`src/sv/ip2p_pkg.sv`:
```
// ----------------------------------------------------------------------------
// ip2p_pkg
// Shared types, character codes and helper functions for the infix-to-postfix
// converter.
// ----------------------------------------------------------------------------
package ip2p_pkg;

  localparam int unsigned STACK_DEPTH = 32;
  localparam int unsigned STK_IDX_W   = (STACK_DEPTH > 1) ? $clog2(STACK_DEPTH) : 1;
  localparam int unsigned STK_CNT_W   = $clog2(STACK_DEPTH + 1);

  localparam logic [7:0] CH_OPEN  = 8'h28;  // (
  localparam logic [7:0] CH_CLOSE = 8'h29;  // )
  localparam logic [7:0] CH_MUL   = 8'h2a;  // *
  localparam logic [7:0] CH_ADD   = 8'h2b;  // +
  localparam logic [7:0] CH_SUB   = 8'h2d;  // -
  localparam logic [7:0] CH_DIV   = 8'h2f;  // /
  localparam logic [7:0] CH_CARET = 8'h5e;  // ^

  typedef logic [1:0] prec_t;

  localparam prec_t PREC_NONE = 2'd0;
  localparam prec_t PREC_ADD  = 2'd1;
  localparam prec_t PREC_MUL  = 2'd2;
  localparam prec_t PREC_POW  = 2'd3;

  typedef enum logic [2:0] {
    CLS_ALNUM,
    CLS_OPEN,
    CLS_CLOSE,
    CLS_OPER,
    CLS_OTHER
  } cls_e;

  typedef enum logic {
    PH_MAIN,
    PH_FLUSH
  } phase_e;

  typedef struct packed {
    logic [7:0] sym;
    cls_e       cls;
    prec_t      prec;
    logic       last;
  } q_item_t;

  function automatic prec_t prec_of(input logic [7:0] c);
    prec_t p;
    p = PREC_NONE;
    if (c == CH_ADD || c == CH_SUB) begin
      p = PREC_ADD;
    end else if (c == CH_MUL || c == CH_DIV) begin
      p = PREC_MUL;
    end else if (c == CH_CARET) begin
      p = PREC_POW;
    end
    return p;
  endfunction

  function automatic logic is_alnum(input logic [7:0] c);
    return (c >= 8'h30 && c <= 8'h39) || (c >= 8'h41 && c <= 8'h5a) ||
           (c >= 8'h61 && c <= 8'h7a);
  endfunction

  function automatic cls_e classify(input logic [7:0] c);
    cls_e k;
    if (is_alnum(c)) begin
      k = CLS_ALNUM;
    end else if (c == CH_OPEN) begin
      k = CLS_OPEN;
    end else if (c == CH_CLOSE) begin
      k = CLS_CLOSE;
    end else if (prec_of(c) != PREC_NONE) begin
      k = CLS_OPER;
    end else begin
      k = CLS_OTHER;
    end
    return k;
  endfunction

endpackage

```
`src/sv/infix_to_postfix_converter.sv`:
```
// ----------------------------------------------------------------------------
// infix_to_postfix_converter
// Shunting-yard infix to postfix conversion, one ASCII character per word.
// ----------------------------------------------------------------------------
// A letter or digit passes through the queue, then the output register.
// At most one push or pop per cycle. The stack engine takes one character
// at a time and dequeues it only when done; stack entries, including each
// '(' dropped in the flush, are popped in turn, and the terminator
// follows the flush pops. Ignored characters not marked last never reach it.
// Reset: empties the queue and the stack, clears the overflow flag; the
// stack memory contents are not cleared.
module infix_to_postfix_converter
  import ip2p_pkg::*;
(
  input  logic       clk_i,
  input  logic       rst_ni,
  input  logic       in_valid_i,
  output logic       in_ready_o,
  input  logic [7:0] symbol_i,
  input  logic       end_of_expression_i,
  output logic       out_valid_o,
  input  logic       out_ready_i,
  output logic [7:0] out_symbol_o,
  output logic       has_symbol_o,
  output logic       expression_done_o,
  output logic       overflow_seen_o
);

  logic    item_valid, item_deq;
  q_item_t item;

  ip2p_front u_front (
    .clk_i               (clk_i),
    .rst_ni              (rst_ni),
    .in_valid_i          (in_valid_i),
    .in_ready_o          (in_ready_o),
    .symbol_i            (symbol_i),
    .end_of_expression_i (end_of_expression_i),
    .item_valid_o        (item_valid),
    .item_o              (item),
    .item_deq_i          (item_deq)
  );

  ip2p_back u_back (
    .clk_i             (clk_i),
    .rst_ni            (rst_ni),
    .item_valid_i      (item_valid),
    .item_i            (item),
    .item_deq_o        (item_deq),
    .out_valid_o       (out_valid_o),
    .out_ready_i       (out_ready_i),
    .out_symbol_o      (out_symbol_o),
    .has_symbol_o      (has_symbol_o),
    .expression_done_o (expression_done_o),
    .overflow_seen_o   (overflow_seen_o)
  );

endmodule

```
`src/sv/ip2p_front.sv`:
```
// ----------------------------------------------------------------------------
// ip2p_front
// Accepts input words, classifies the character and queues it for the
// stack engine in a two-entry queue. Ignored characters not marked last
// are dropped here.
// ----------------------------------------------------------------------------
module ip2p_front
  import ip2p_pkg::*;
(
  input  logic       clk_i,
  input  logic       rst_ni,
  input  logic       in_valid_i,
  output logic       in_ready_o,
  input  logic [7:0] symbol_i,
  input  logic       end_of_expression_i,
  output logic       item_valid_o,
  output q_item_t    item_o,
  input  logic       item_deq_i
);

  q_item_t    entry_q [2];
  logic       wr_ptr_q, rd_ptr_q;
  logic [1:0] fill_q;
  logic       accept, keep, push, pop;
  q_item_t    new_item;

  always_comb begin
    new_item.sym  = symbol_i;
    new_item.cls  = classify(symbol_i);
    new_item.prec = prec_of(symbol_i);
    new_item.last = end_of_expression_i;
  end

  assign in_ready_o   = (fill_q != 2'd2);
  assign accept       = in_valid_i & in_ready_o;
  assign keep         = (new_item.cls != CLS_OTHER) | end_of_expression_i;
  assign push         = accept & keep;
  assign item_valid_o = (fill_q != 2'd0);
  assign pop          = item_deq_i & item_valid_o;
  assign item_o       = entry_q[rd_ptr_q];

  always_ff @(posedge clk_i or negedge rst_ni) begin
    if (!rst_ni) begin
      wr_ptr_q <= 1'b0;
      rd_ptr_q <= 1'b0;
      fill_q   <= 2'd0;
    end else begin
      if (push) wr_ptr_q <= ~wr_ptr_q;
      if (pop)  rd_ptr_q <= ~rd_ptr_q;
      unique case ({push, pop})
        2'b10:   fill_q <= fill_q + 2'd1;
        2'b01:   fill_q <= fill_q - 2'd1;
        default: fill_q <= fill_q;
      endcase
    end
  end

  always_ff @(posedge clk_i) begin
    if (push) entry_q[wr_ptr_q] <= new_item;
  end

  a_fill_bound: assert property (@(posedge clk_i) disable iff (!rst_ni)
    fill_q <= 2'd2)
    else $error("queue fill beyond two entries");

endmodule

```
`src/sv/ip2p_back.sv`:
```
// ----------------------------------------------------------------------------
// ip2p_back
// Stack engine: runs the shunting-yard rules on one queued character at a
// time, at most one push or pop per cycle, and drives the output register.
// ----------------------------------------------------------------------------
module ip2p_back
  import ip2p_pkg::*;
(
  input  logic       clk_i,
  input  logic       rst_ni,
  input  logic       item_valid_i,
  input  q_item_t    item_i,
  output logic       item_deq_o,
  output logic       out_valid_o,
  input  logic       out_ready_i,
  output logic [7:0] out_symbol_o,
  output logic       has_symbol_o,
  output logic       expression_done_o,
  output logic       overflow_seen_o
);

  logic [7:0]           mem_q [STACK_DEPTH];
  logic [7:0]           top_q, rd_q;
  logic                 top_from_rd_q;
  logic [STK_CNT_W-1:0] count_q;
  logic                 ovf_q;
  phase_e               ph_q, ph_d;

  logic                 out_valid_q, out_has_q, out_done_q, out_ovf_q;
  logic [7:0]           out_sym_q;

  logic [7:0]           top;
  prec_t                top_prec;
  logic                 nonempty, full, can_emit;
  logic                 do_emit, emit_has, do_push, do_pop, ovf_clr;
  logic [7:0]           emit_sym;
  logic [STK_IDX_W-1:0] rd_addr, wr_addr;
  logic [STK_CNT_W-1:0] cnt_m2;

  assign top      = top_from_rd_q ? rd_q : top_q;
  assign top_prec = prec_of(top);
  assign nonempty = (count_q != '0);
  assign full     = (count_q >= STK_CNT_W'(STACK_DEPTH));
  assign can_emit = ~out_valid_q | out_ready_i;
  assign cnt_m2   = count_q - STK_CNT_W'(2);
  assign rd_addr  = cnt_m2[STK_IDX_W-1:0];
  assign wr_addr  = count_q[STK_IDX_W-1:0];

  always_comb begin
    do_emit    = 1'b0;
    emit_sym   = 8'h00;
    emit_has   = 1'b1;
    do_push    = 1'b0;
    do_pop     = 1'b0;
    ovf_clr    = 1'b0;
    item_deq_o = 1'b0;
    ph_d       = ph_q;
    unique case (ph_q)
      PH_MAIN: begin
        if (item_valid_i) begin
          unique case (item_i.cls)
            CLS_ALNUM: begin
              if (can_emit) begin
                do_emit  = 1'b1;
                emit_sym = item_i.sym;
                if (item_i.last) ph_d = PH_FLUSH;
                else item_deq_o = 1'b1;
              end
            end
            CLS_OPEN: begin
              do_push = 1'b1;
              if (item_i.last) ph_d = PH_FLUSH;
              else item_deq_o = 1'b1;
            end
            CLS_CLOSE: begin
              if (nonempty && top != CH_OPEN) begin
                if (can_emit) begin
                  do_emit  = 1'b1;
                  emit_sym = top;
                  do_pop   = 1'b1;
                end
              end else begin
                do_pop = nonempty;
                if (item_i.last) ph_d = PH_FLUSH;
                else item_deq_o = 1'b1;
              end
            end
            CLS_OPER: begin
              if (nonempty && (top_prec > item_i.prec ||
                  (top_prec == item_i.prec && item_i.sym != CH_CARET))) begin
                if (can_emit) begin
                  do_emit  = 1'b1;
                  emit_sym = top;
                  do_pop   = 1'b1;
                end
              end else begin
                do_push = 1'b1;
                if (item_i.last) ph_d = PH_FLUSH;
                else item_deq_o = 1'b1;
              end
            end
            default: begin
              if (item_i.last) ph_d = PH_FLUSH;
              else item_deq_o = 1'b1;
            end
          endcase
        end
      end
      PH_FLUSH: begin
        if (nonempty) begin
          if (top == CH_OPEN) begin
            do_pop = 1'b1;
          end else if (can_emit) begin
            do_emit  = 1'b1;
            emit_sym = top;
            do_pop   = 1'b1;
          end
        end else if (can_emit) begin
          do_emit    = 1'b1;
          emit_has   = 1'b0;
          ovf_clr    = 1'b1;
          item_deq_o = 1'b1;
          ph_d       = PH_MAIN;
        end
      end
      default: ph_d = PH_MAIN;
    endcase
  end

  always_ff @(posedge clk_i or negedge rst_ni) begin
    if (!rst_ni) begin
      ph_q          <= PH_MAIN;
      count_q       <= '0;
      ovf_q         <= 1'b0;
      top_from_rd_q <= 1'b0;
      out_valid_q   <= 1'b0;
    end else begin
      ph_q <= ph_d;
      if (do_push) begin
        if (full) begin
          ovf_q <= 1'b1;
        end else begin
          count_q       <= count_q + STK_CNT_W'(1);
          top_from_rd_q <= 1'b0;
        end
      end else if (do_pop) begin
        count_q       <= count_q - STK_CNT_W'(1);
        top_from_rd_q <= 1'b1;
      end
      if (ovf_clr) ovf_q <= 1'b0;
      if (do_emit)          out_valid_q <= 1'b1;
      else if (out_ready_i) out_valid_q <= 1'b0;
    end
  end

  always_ff @(posedge clk_i) begin
    if (do_push && !full) begin
      mem_q[wr_addr] <= item_i.sym;
      top_q          <= item_i.sym;
    end
    if (do_pop) rd_q <= mem_q[rd_addr];
    if (do_emit) begin
      out_sym_q  <= emit_sym;
      out_has_q  <= emit_has;
      out_done_q <= ~emit_has;
      out_ovf_q  <= ~emit_has & ovf_q;
    end
  end

  assign out_valid_o       = out_valid_q;
  assign out_symbol_o      = out_sym_q;
  assign has_symbol_o      = out_has_q;
  assign expression_done_o = out_done_q;
  assign overflow_seen_o   = out_ovf_q;

  a_count_bound: assert property (@(posedge clk_i) disable iff (!rst_ni)
    count_q <= STK_CNT_W'(STACK_DEPTH))
    else $error("stack count beyond depth");

  a_term_empty: assert property (@(posedge clk_i) disable iff (!rst_ni)
    (do_emit && !emit_has) |-> (count_q == '0))
    else $error("terminator with operators still stacked");

  a_ovf_clear: assert property (@(posedge clk_i) disable iff (!rst_ni)
    ovf_clr |=> !ovf_q)
    else $error("overflow flag not cleared after terminator");

  a_no_push_pop: assert property (@(posedge clk_i) disable iff (!rst_ni)
    !(do_push && do_pop))
    else $error("push and pop in the same cycle");

endmodule
```
`config.mk`:
```
export PLATFORM = sky130hd
export DESIGN_NAME = infix_to_postfix_converter
export DESIGN_NICKNAME = d
export VERILOG_FILES = /design/src/sv/ip2p_pkg.sv /design/src/sv/infix_to_postfix_converter.sv /design/src/sv/ip2p_front.sv /design/src/sv/ip2p_back.sv
export SDC_FILE = /design/constraint.sdc
export NUM_CORES = 1
export LEC_CHECK = 0
export BUFFER_PORTS_ARGS = -buffer_cell sky130_fd_sc_hd__buf_2
export CORE_MARGIN = 2
export CORE_UTILIZATION = 67
export CTS_BUF_LIST = sky130_fd_sc_hd__clkbuf_8 sky130_fd_sc_hd__clkbuf_16
export DETAILED_ROUTE_END_ITERATION = 8
export PLACE_DENSITY = 0.84
export SLEW_MARGIN = 30
export SYNTH_ARGS = -nofsm -noshare
export SYNTH_HDL_FRONTEND = slang
export SYNTH_SLANG_ARGS = --single-unit
```
`constraint.sdc`:
```
create_clock -name clk_i -period 9.4 [get_ports clk_i]
set_input_delay 1.41 -clock clk_i [delete_from_list [all_inputs] [get_ports clk_i]]
set_output_delay 1.41 -clock clk_i [all_outputs]
set_load 0.01 [all_outputs]
```
==> impl_metrics.tcl, run 1 <==
set metrics [dict create \
    synth_nets 719 \
    grt.met3_usage_pct 4.702 \
    criticalPathCategory "register to register" \
    synth_edf_count 311 \
    seq_area_mm2 0.009694 \
    cp.required_ns 9.58 \
    cts-root-buf "clkbuf_16" \
    antenna_found_initial 1 \
    skew_ns 0.01259 \
    synthCells 697 \
    finalSetupTns_ns 0 \
    ys_async_sr_fraction_pct 4.308 \
    numPortBuffers 25 \
    grt_pass1_wl_um 44120 \
    grt_usage_pct 28.13 \
    r2r_slack_ns 4.49 \
    max_slew_margin_pct 36.60 \
    hold_path.class "register to register" \
    numCtsBuffers 31 \
    drc 0 \
    wl_per_cell_um 28.52 \
    n_fill_cell 1066 \
    dr.pass1.iters 7 \
    p_leak_nw 4.844 \
    power.internal_mw 3.146 \
    hold_viol_final 0 \
    status "finished clean" \
    crit_path_end_kind "register" \
    ir_drop_v 0.0002150 \
    report.power.total_mw 4.649 \
    clk_pin_slew_worst_paths_ns 0.07 \
    pin_count 26 \
    grt_max_degree 76 \
    clock.fmax_mhz 203.8 \
    wl_um 29060 \
    multi_input_comb_area_mm2 0.003638 \
    final_nets 753 \
    dieHeight_um 145.9 \
    synth_ff_type "edfxtp_1" \
    clock_path_buffers 3 \
    syn_area_mm2 0.01349 \
    die_w_um 145.9 \
    hpwl_um 17870 \
    die_area_mm2 0.02128 \
    cts_tree "done" \
    vias_per_cell 6.882 \
    hold-worst-slack_ns 0.5421 \
    insertion_delay_ns 0.55 \
    gp_congestion 0.8997 \
    power_switching_mw 1.503 \
    grt_overflow_total 0 \
    pwr-share-comb_pct 33.0 \
    drive_gt1_share_pct 26.03 \
    pwr-share-seq_pct 42.5 \
    rsz0062_at_grt "false" \
    post-place-cells 963 \
    powerDensity_mw_per_mm2 314.4 \
    power.share.switching_pct 32.33 \
    met1_usage_pct 42.49 \
    placed_area_mm2 0.01386 \
    busiest_layer "met2" \
    grt_pass1_vias 6969 \
    row_count 51 \
    stdcell_area_mm2 0.01479 \
    yosysSeqAreaShare_pct 71.84 \
    fin_crit_ns 4.908 \
    use_met2_pct 44.62 \
    fin_cells 1019 \
    ys_warn_count 0 \
    slew_viol_final 0 \
    postCtsHoldBufs 0 \
    htree_levels 1 \
    drtIter0Drc 811 \
    cp_max_fo 14 \
    clkSinkCount 325 \
    tightest_slew_ns 0.9474 \
    startpoint_type "register" \
    drv_cap 0 \
    fin_crit_sh_pct 52.21 \
    synth-seq-cells 325 \
    coreArea_mm2 0.01959 \
    cts-resized-gates 0 \
    ant_nets 0 \
    ys_types 62 \
    start_util_pct 68.84 \
    num_vias 7013 \
    area_delta_synth_final_pct 9.630 \
    synth.avg_cell_area_um2 19.35 \
    clock_power_share_pct 24.5 \
    cp.arrival_ns 5.08 \
    post_cts_buffers 0 \
    setup_viol 0 \
]
## stage by stage
step | utilization (%) | setup slack [ns]
floorplan | - | 5.304
global placement | 70.70 | 4.760
detailed placement | 70.76 | 4.617
CTS | 75.43 | 4.547
global route | 75.46 | 4.247
finish | 75.47 | 4.492
## cells in the final DEF, fill, tap and decap left out, types with 7 or more instances in the layout
master | synthesis | layout
a21oi_1 | 12 | 12
buf_2 | 10 | 25
clkbuf_16 | 0 | 31
clkinv_1 | 0 | 7
clkinv_2 | 0 | 11
dfrtp_1 | 14 | 12
edfxtp_1 | 311 | 311
ha_1 | 8 | 7
inv_1 | 14 | 15
mux2_2 | 16 | 16
mux2i_1 | 13 | 13
mux4_2 | 80 | 80
nand2_1 | 18 | 18
nand2b_1 | 13 | 13
nand3_1 | 10 | 10
nor2_1 | 52 | 50
o2bb2ai_1 | 8 | 8
xnor2_1 | 10 | 9
## critical path: stages, from the launching register on
cell and delay (ns):
dfrtp_1 0.57, or4b_2 0.75, o22ai_2 0.21, a21boi_0 0.14, ha_1 0.32, nand2b_1 0.14
a21oi_1 0.36, a2111oi_4 0.13, a211oi_4 0.76, nand4_1 0.44, nor2_1 0.71
## state kept, by name, summed over array words and instances (netlist names)
register                  cells
u_back.rd_q                   8
u_back.top_q                  8
u_back.overflow_seen_o        1
u_back.out_valid_o            1
u_back.out_symbol_o           8
u_front.fill_q                2
u_front.entry_q              28
u_back.ovf_q                  1
u_back.expression_done_o      1
u_back.top_from_rd_q          1
u_back.has_symbol_o           1
u_back.count_q                6
u_back.ph_q                   1
u_back.mem_q                256
u_front.rd_ptr_q              1
u_front.wr_ptr_q              1
## layer usage
layer,up-vias,wire length [µm]
met4,0,583
li1,2907,-
met5,-,0
met1,3650,11600
met3,49,2581
met2,407,14290
## cell type report
type                            instances  area share [%]
Antenna cell                            1         0.01692
Clock buffer                           31           5.247
Clock inverter                         24          0.9393
Inverter                               14          0.3554
Multi-Input combinational cell        331           24.61
Sequential cell                       325           65.57
Tap cell                              265           2.243
Timing Repair Buffer                   28           1.024
## power groups by stage
stage	clock, mW	sequential, mW	combinational [mW]
floorplan	0	1.92	1.12
global placement	0	2.00	1.45
detailed placement	0	2.01	1.50
CTS	1.15	1.97	1.52
global route	1.20	1.99	1.61
finish	1.14	1.98	1.54
## cells by family (layout without fill, tap and decap cells)
| family | after synthesis | after routing | share of synthesized area, % |
|---|---|---|---|
| other | 0 | 1 | 0 |
| muxes | 112 | 112 | 15.99 |
| xor gates and xnor gates | 13 | 13 | 0.8442 |
| buffers and inverters | 41 | 97 | 1.345 |
| AOI/OAI and AO/OA | 63 | 63 | 3.832 |
| adders and majority gates | 9 | 9 | 0.8907 |
| DFF | 325 | 325 | 71.84 |
| and+or+nand+nor | 134 | 134 | 5.251 |
## final timing paths
path,start,endpoint,cells after the start
max,u_back.top_from_rd_q,u_back.mem_q[29][3],10
max in group asynchronous,rst_ni,u_back.count_q[0],1
min reg2reg,u_front.fill_q[1],u_front.fill_q[1],1
min in group asynchronous,rst_ni,u_front.rd_ptr_q,1
max reg2reg,u_back.top_from_rd_q,u_back.mem_q[29][3],10
min,u_front.fill_q[1],u_front.fill_q[1],1
## Yosys cell counts (3+ instances only)
| library cell | count | area, µm² |
|---|---|---|
| edfxtp_1 | 311 | 9339 |
| mux4_2 | 80 | 1802 |
| nor2_1 | 52 | 195.2 |
| nand2_1 | 18 | 67.56 |
| mux2_2 | 16 | 180.2 |
| dfrtp_1 | 14 | 350.3 |
| inv_1 | 14 | 52.55 |
| mux2i_1 | 13 | 130.1 |
| nand2b_1 | 13 | 81.33 |
| a21oi_1 | 12 | 60.06 |
| clkbuf_1 | 12 | 45.04 |
| buf_2 | 10 | 50.05 |
| nand3_1 | 10 | 50.05 |
| xnor2_1 | 10 | 87.58 |
| ha_1 | 8 | 100.1 |
| o2bb2ai_1 | 8 | 70.07 |
| a21o_1 | 6 | 45.04 |
| nand3b_1 | 6 | 45.04 |
| o21ai_0 | 6 | 30.03 |
| nor2b_1 | 5 | 31.28 |
| nand4_1 | 4 | 25.02 |
| nor4b_1 | 4 | 35.03 |
| o22ai_1 | 4 | 25.02 |
| or2_2 | 4 | 25.02 |
| and2_1 | 3 | 18.77 |
| buf_1 | 3 | 11.26 |
| mux2_4 | 3 | 45.04 |
| nor3_1 | 3 | 15.01 |
| xor2_1 | 3 | 26.28 |
(Power assumes the default switching activity.)
==> run 2: changes to the inputs <==
--- a/config.mk
+++ b/config.mk
@@ -7,10 +7,10 @@
 export LEC_CHECK = 0
 export BUFFER_PORTS_ARGS = -buffer_cell sky130_fd_sc_hd__buf_2
 export CORE_MARGIN = 2
-export CORE_UTILIZATION = 67
+export CORE_UTILIZATION = 62
 export CTS_BUF_LIST = sky130_fd_sc_hd__clkbuf_8 sky130_fd_sc_hd__clkbuf_16
 export DETAILED_ROUTE_END_ITERATION = 8
-export PLACE_DENSITY = 0.84
+export PLACE_DENSITY = 0.79
 export SLEW_MARGIN = 30
 export SYNTH_ARGS = -nofsm -noshare
 export SYNTH_HDL_FRONTEND = slang
==> constraint.sdc (replaced) <==
create_clock -name clk_i -period 4.7 [get_ports clk_i]
set_input_delay 0.705 -clock clk_i [delete_from_list [all_inputs] [get_ports clk_i]]
set_output_delay 0.705 -clock clk_i [all_outputs]
set_load 0.01 [all_outputs]
==> run 2 against run 1 <==
Compared with the run above: sequential cell count unchanged; cell count up 4.9%; highest routed layer unchanged; combinational power up 110%; sequential power up 95%; non-clock buffer count up 39; utilization down 3.5 points; critical path type unchanged; register-to-register slack worse by 4.2 ns.
==> impl_metrics.tcl, run 2 (same netlist as run 1, synthesis figures left out) <==
set metrics [dict create \
    status "finished clean" \
    htree_levels 1 \
    tightest_slew_ns 0.9050 \
    reg2reg_depth 18 \
    max_slew_margin_pct 39.44 \
    gp_congestion 0.8530 \
    hold_path.class "input port to async pin" \
    start_util_pct 63.75 \
    drive_gt1_share_pct 29.72 \
    coreArea_mm2 0.02115 \
    worst-path-buf-inv 2 \
    rsz0062_at_grt "false" \
    cp.arrival_ns 4.85 \
    clock.fmax_mhz 225.3 \
    stdcell_area_mm2 0.01522 \
    dieHeight_um 151.5 \
    dr.pass1.iters 5 \
    grt_pass1_vias 7227 \
    ir_drop_v 0.0003273 \
    postCtsHoldBufs 0 \
    cp.required_ns 5.12 \
    area_delta_synth_final_pct 12.89 \
    cts-root-buf "clkbuf_16" \
    antennaDiodeCount 0 \
    wl_um 29580 \
    wl_per_cell_um 27.67 \
    powerDensity_mw_per_mm2 631.9 \
    placed_area_mm2 0.01415 \
    drv_cap 0 \
    vias_per_cell 6.700 \
    die_w_um 151.5 \
    cp.depth 18 \
    fin_crit_ns 4.438 \
    grt_usage_pct 26.82 \
    clk_pin_slew_worst_paths_ns 0.07 \
    final_nets 792 \
    grt_overflow_total 0 \
    setup_viol 0 \
    slew_viol_final 0 \
    drtIter0Drc 741 \
    regMostFlops "u_back.mem_q" \
    numCtsBuffers 31 \
    ant_nets 0 \
    critical_path.top_delay_family "compound AO/OA/AOI/OAI gates" \
    insertion_delay_ns 0.56 \
    most-common-layout-cells "311 x edfxtp_1, 80 x mux4_2, 52 x nor2_1, 42 x buf_4, 31 x clkbuf_16" \
    die_area_mm2 0.02295 \
    final_common_cell "edfxtp_1" \
    startpoint_type "register" \
    drc 0 \
    critPathSlowestCell "a2111o_1" \
    numPortBuffers 25 \
    num_vias 7162 \
    crit_path_end_kind "register" \
    grt_pass1_wl_um 44380 \
    grt_max_degree 49 \
    cts_tree "done" \
    p_leak_nw 5.099 \
    finalSetupTns_ns 0 \
    hold_viol_final 0 \
    cp_max_fo 12 \
    row_count 53 \
    crit_chain "buf_4 -> mux2i_2 -> nand2_1 -> nor3_1 -> nand3_1 -> a21boi_0 -> ha_1 -> nand2_1 -> a2111o_1 -> a21oi_1 -> inv_1 -> ha_1 -> a21o_1 -> a21oi_1 -> o21bai_1 -> a21o_1 -> nand3b_1 -> mux2i_1" \
    fin_crit_sh_pct 94.43 \
    antenna_found_initial 0 \
    clkSinkCount 325 \
    criticalPathCategory "register to register" \
    clock_path_buffers 3 \
    largest_reg_flops 256 \
    pin_count 26 \
    reg_top3 "u_back.mem_q (256), u_front.entry_q (28)" \
    skew_ns 0.01542 \
    critPathMaxStageDelay_ns 0.52 \
    hpwl_um 17610 \
]
==> run 2: final cells by class <==
| class | count | area, µm² |
|---|---|---|
| clock buffers | 32 | 789.5 |
| clock inverters | 25 | 276.5 |
| fillers | 1186 | 5929 |
| inverters | 14 | 52.55 |
| multi-input cells | 331 | 3627 |
| flip-flops and latches | 325 | 9694 |
| well taps | 275 | 344.1 |
| repair buffers | 67 | 440.4 |
==> run 2: path summary, 6_finish.rpt <==
kind	slack, ns	to	from
worst min-delay path	0.05	u_back.ph_q	rst_ni
min in group clk_i	0.38	u_front.entry_q[1][0]	end_of_expression_i
max in group asynchronous	4.34	u_back.count_q[0]	rst_ni
worst max register to register	0.26	u_back.count_q[5]	u_back.top_from_rd_q
worst min register to register	0.53	u_front.wr_ptr_q	u_front.wr_ptr_q
worst max-delay path	0.26	u_back.count_q[5]	u_back.top_from_rd_q
==> run 2: metrics by stage <==
| stage | util (%) | std cells | worst slack [ns] | total power, mW | hold slack [ns] |
|---|---|---|---|---|---|
| floorplan | - | 697 | 0.6039 | 6.091 | 0.4094 |
| global placement | 66.88 | 1012 | 0.6021 | 6.873 | 0.4812 |
| detailed placement | 66.88 | 1012 | 0.3015 | 7.008 | 0.5139 |
| CTS | 71.92 | 1069 | 0.2189 | 9.624 | 0.05387 |
| global route | 71.97 | 1069 | 0.003700 | 9.965 | 0.06337 |
| finish | 71.97 | 1069 | 0.2620 | 9.620 | 0.05228 |
==> run 2: power breakdown <==
part / internal [mW] / switching (mW)
logic: 1.39 / 1.78
registers: 3.69 / 0.175
clock network: 1.54 / 1.04
total: 6.62 / 3.00
==> run 2: repair_timing <==
action	in CTS	in global routing
resized for setup	0	3
setup buffers	0	0
setup endpoints to repair	0	1
==> run 2: layer usage <==
metal	up-vias	GRT usage, %	share of wire (%)
met5	-	0	0
met4	0	10.28	3.9
met3	80	4.910	7.8
met2	371	43.98	49
met1	3716	36.61	39
li1	2995	-	-
==> run 3: changes to the inputs <==
--- a/config.mk
+++ b/config.mk
@@ -10,7 +10,7 @@
 export CORE_UTILIZATION = 62
 export CTS_BUF_LIST = sky130_fd_sc_hd__clkbuf_8 sky130_fd_sc_hd__clkbuf_16
 export DETAILED_ROUTE_END_ITERATION = 8
-export PLACE_DENSITY = 0.79
+export PLACE_DENSITY = 0.83
 export SLEW_MARGIN = 30
 export SYNTH_ARGS = -nofsm -noshare
 export SYNTH_HDL_FRONTEND = slang
==> run 3 against run 2 <==
Compared with the run above: setup slack gained 0.11 ns; fmax rose by 2.5%; global-route usage grew 0.24 points; cell area shrank 0.28%; critical path type unchanged; largest power group unchanged.
==> impl_metrics.tcl, run 3 (same netlist as run 1, synthesis figures left out) <==
set metrics [dict create \
    drtIter0Drc 835 \
    drc 0 \
    setup_slack_ns 0.3706 \
    cts_tree "done" \
    clock_path_buffers 3 \
    status "finished clean" \
    powerDensity_mw_per_mm2 626.7 \
    numCtsBuffers 34 \
    clock.fmax_mhz 231.0 \
    die_area_mm2 0.02295 \
    grt_pass1_wl_um 44730 \
    clk_pin_slew_worst_paths_ns 0.06 \
    antenna_found_initial 0 \
    r2r_slack_ns 0.37 \
    pwr-share-comb_pct 33.6 \
    power.share.switching_pct 31.75 \
    finalSetupTns_ns 0 \
    numPortBuffers 25 \
    final_nets 791 \
    dr.pass1.iters 7 \
    startpoint_type "register" \
    tightest_slew_ns 0.9384 \
    final_common_cell "edfxtp_1" \
    coreArea_mm2 0.02115 \
    wl_um 29370 \
    clock_power_share_pct 25.8 \
    die_w_um 151.5 \
    wl_per_cell_um 27.55 \
    crit_path_end_kind "register" \
    cp.arrival_ns 4.71 \
    slew_viol_final 0 \
    r2r-end "u_back.count_q[5]" \
    ir_drop_v 0.0003853 \
    cp-endpoint "u_back.count_q[5]" \
    max_slew_margin_pct 37.21 \
    num_vias 7275 \
    antennaDiodeCount 0 \
    hpwl_um 17660 \
    p_leak_nw 5.084 \
    skew_ns 0.03221 \
    power_switching_mw 3.021 \
    area_delta_synth_final_pct 12.57 \
    pin_count 26 \
    reg2reg_depth 15 \
    place_ws_ns 0.3629 \
    fin_crit_sh_pct 92.11 \
    regMostFlops "u_back.mem_q" \
    cts-root-buf "clkbuf_16" \
    grt_overflow_total 0 \
    htree_levels 2 \
    criticalPathCategory "register to register" \
    start_util_pct 63.75 \
    startpoint "u_back.top_from_rd_q" \
    grt_max_degree 73 \
    insertion_delay_ns 0.52 \
    drv_cap 0 \
    row_count 53 \
    gp_congestion 0.8865 \
    post_cts_buffers 0 \
    ant_nets 0 \
    rsz0062_at_grt "false" \
    dieHeight_um 151.5 \
    r2r-start "u_back.top_from_rd_q" \
    clkSinkCount 325 \
    reg_top3 "u_back.mem_q (256), u_front.entry_q (28)" \
    hold_path.class "input port to async pin" \
    most-common-layout-cells "311 x edfxtp_1, 80 x mux4_2, 50 x nor2_1, 37 x buf_4, 35 x clkbuf_16" \
    vias_per_cell 6.825 \
    fin_crit_ns 4.329 \
    hold_viol_final 0 \
    cp.required_ns 5.08 \
    drive_gt1_share_pct 29.33 \
    setup_viol 0 \
    largest_reg_flops 256 \
    grt_pass1_vias 7201 \
    cp_max_fo 6 \
    power.internal_mw 6.494 \
    pwr-share-seq_pct 40.6 \
    grt_usage_pct 27.07 \
]
[run 3: cell types whose count changed in the layout (fill, tap and decap cells not counted), sizes merged]
| cell | delta |
|---|---|
| clkinvlp | -2 |
| inv | +5 |
| clkinv | -1 |
| buf | -4 |
| clkbuf | +4 |
| bufinv | -5 |
[run 3: cell type report]
cell class                      count  area [µm²]
Sequential cell                   325        9694
Inverter                           14       52.55
Clock buffer                       36       889.6
Clock inverter                     22       121.4
Timing Repair Buffer               63       414.1
Multi-Input combinational cell    331        3666
Tap cell                          275       344.1
Fill cell                        1204        5972
[run 3: per-layer routing]
metal / up-vias / wire length (µm) / part of all wire, % / global-route usage, %
li1: 2992 / - / - / -
met1: 3795 / 11560 / 39 / 39.72
met2: 440 / 14570 / 50 / 42.96
met3: 48 / 2504 / 8.5 / 4.192
met4: 0 / 733 / 2.5 / 8.796
met5: - / 0 / 0 / 0
[run 3: power groups by stage]
stage / clock, mW / combinational (mW) / sequential, mW
floorplan: 0 / 2.25 / 3.85
global placement: 0 / 3.00 / 3.90
detailed placement: 0 / 3.12 / 3.91
CTS: 2.48 / 3.18 / 3.86
global route: 2.59 / 3.38 / 3.88
finish: 2.45 / 3.19 / 3.87
[run 3: through the flow]
step / instances / utilization (%) / power (mW) / hold WS (ns) / cell area (µm²)
finish: 1066 / 71.77 / 9.515 / 0.1143 / 15180
global route: 1066 / 71.77 / 9.857 / 0.1251 / 15180
CTS: 1066 / 71.64 / 9.519 / 0.1076 / 15150
detailed placement: 1008 / 66.86 / 7.038 / 0.5057 / 14140
global placement: 1008 / 66.77 / 6.898 / 0.4814 / 14120
floorplan: 697 / - / 6.091 / 0.4094 / 13490
[run 3: worst min-delay path by stage]
stage | cells past startpoint | end | slack [ns] | from
2_1_floorplan | 0 | u_back.count_q[0] | 0.41 | rst_ni
3_3_place_gp | 1 | u_front.wr_ptr_q | 0.48 | u_front.wr_ptr_q
3_5_place_dp | 1 | u_front.fill_q[1] | 0.51 | u_front.fill_q[1]
4_1_cts | 1 | u_back.count_q[0] | 0.11 | rst_ni
5_1_grt | 1 | u_back.count_q[3] | 0.13 | rst_ni
6_report | 1 | u_front.wr_ptr_q | 0.11 | rst_ni
[run 3: what timing repair did]
item	CTS	global route
gates resized for setup	0	5
endpoints found under the setup margin	0	1
hold buffers	0	0
[run 3: critical path, stage by stage, from the launching register on]
cell,delay (ns)
dfrtp_1,0.38
or4b_2,0.70
o22ai_2,0.25
a21boi_0,0.17
ha_1,0.32
nand2_1,0.07
a2111o_1,0.54
a21oi_2,0.23
inv_1,0.15
ha_1,0.33
a21o_1,0.19
a21oi_1,0.25
o21bai_1,0.10
a21o_1,0.19
nand3b_1,0.17
mux2i_1,0.15
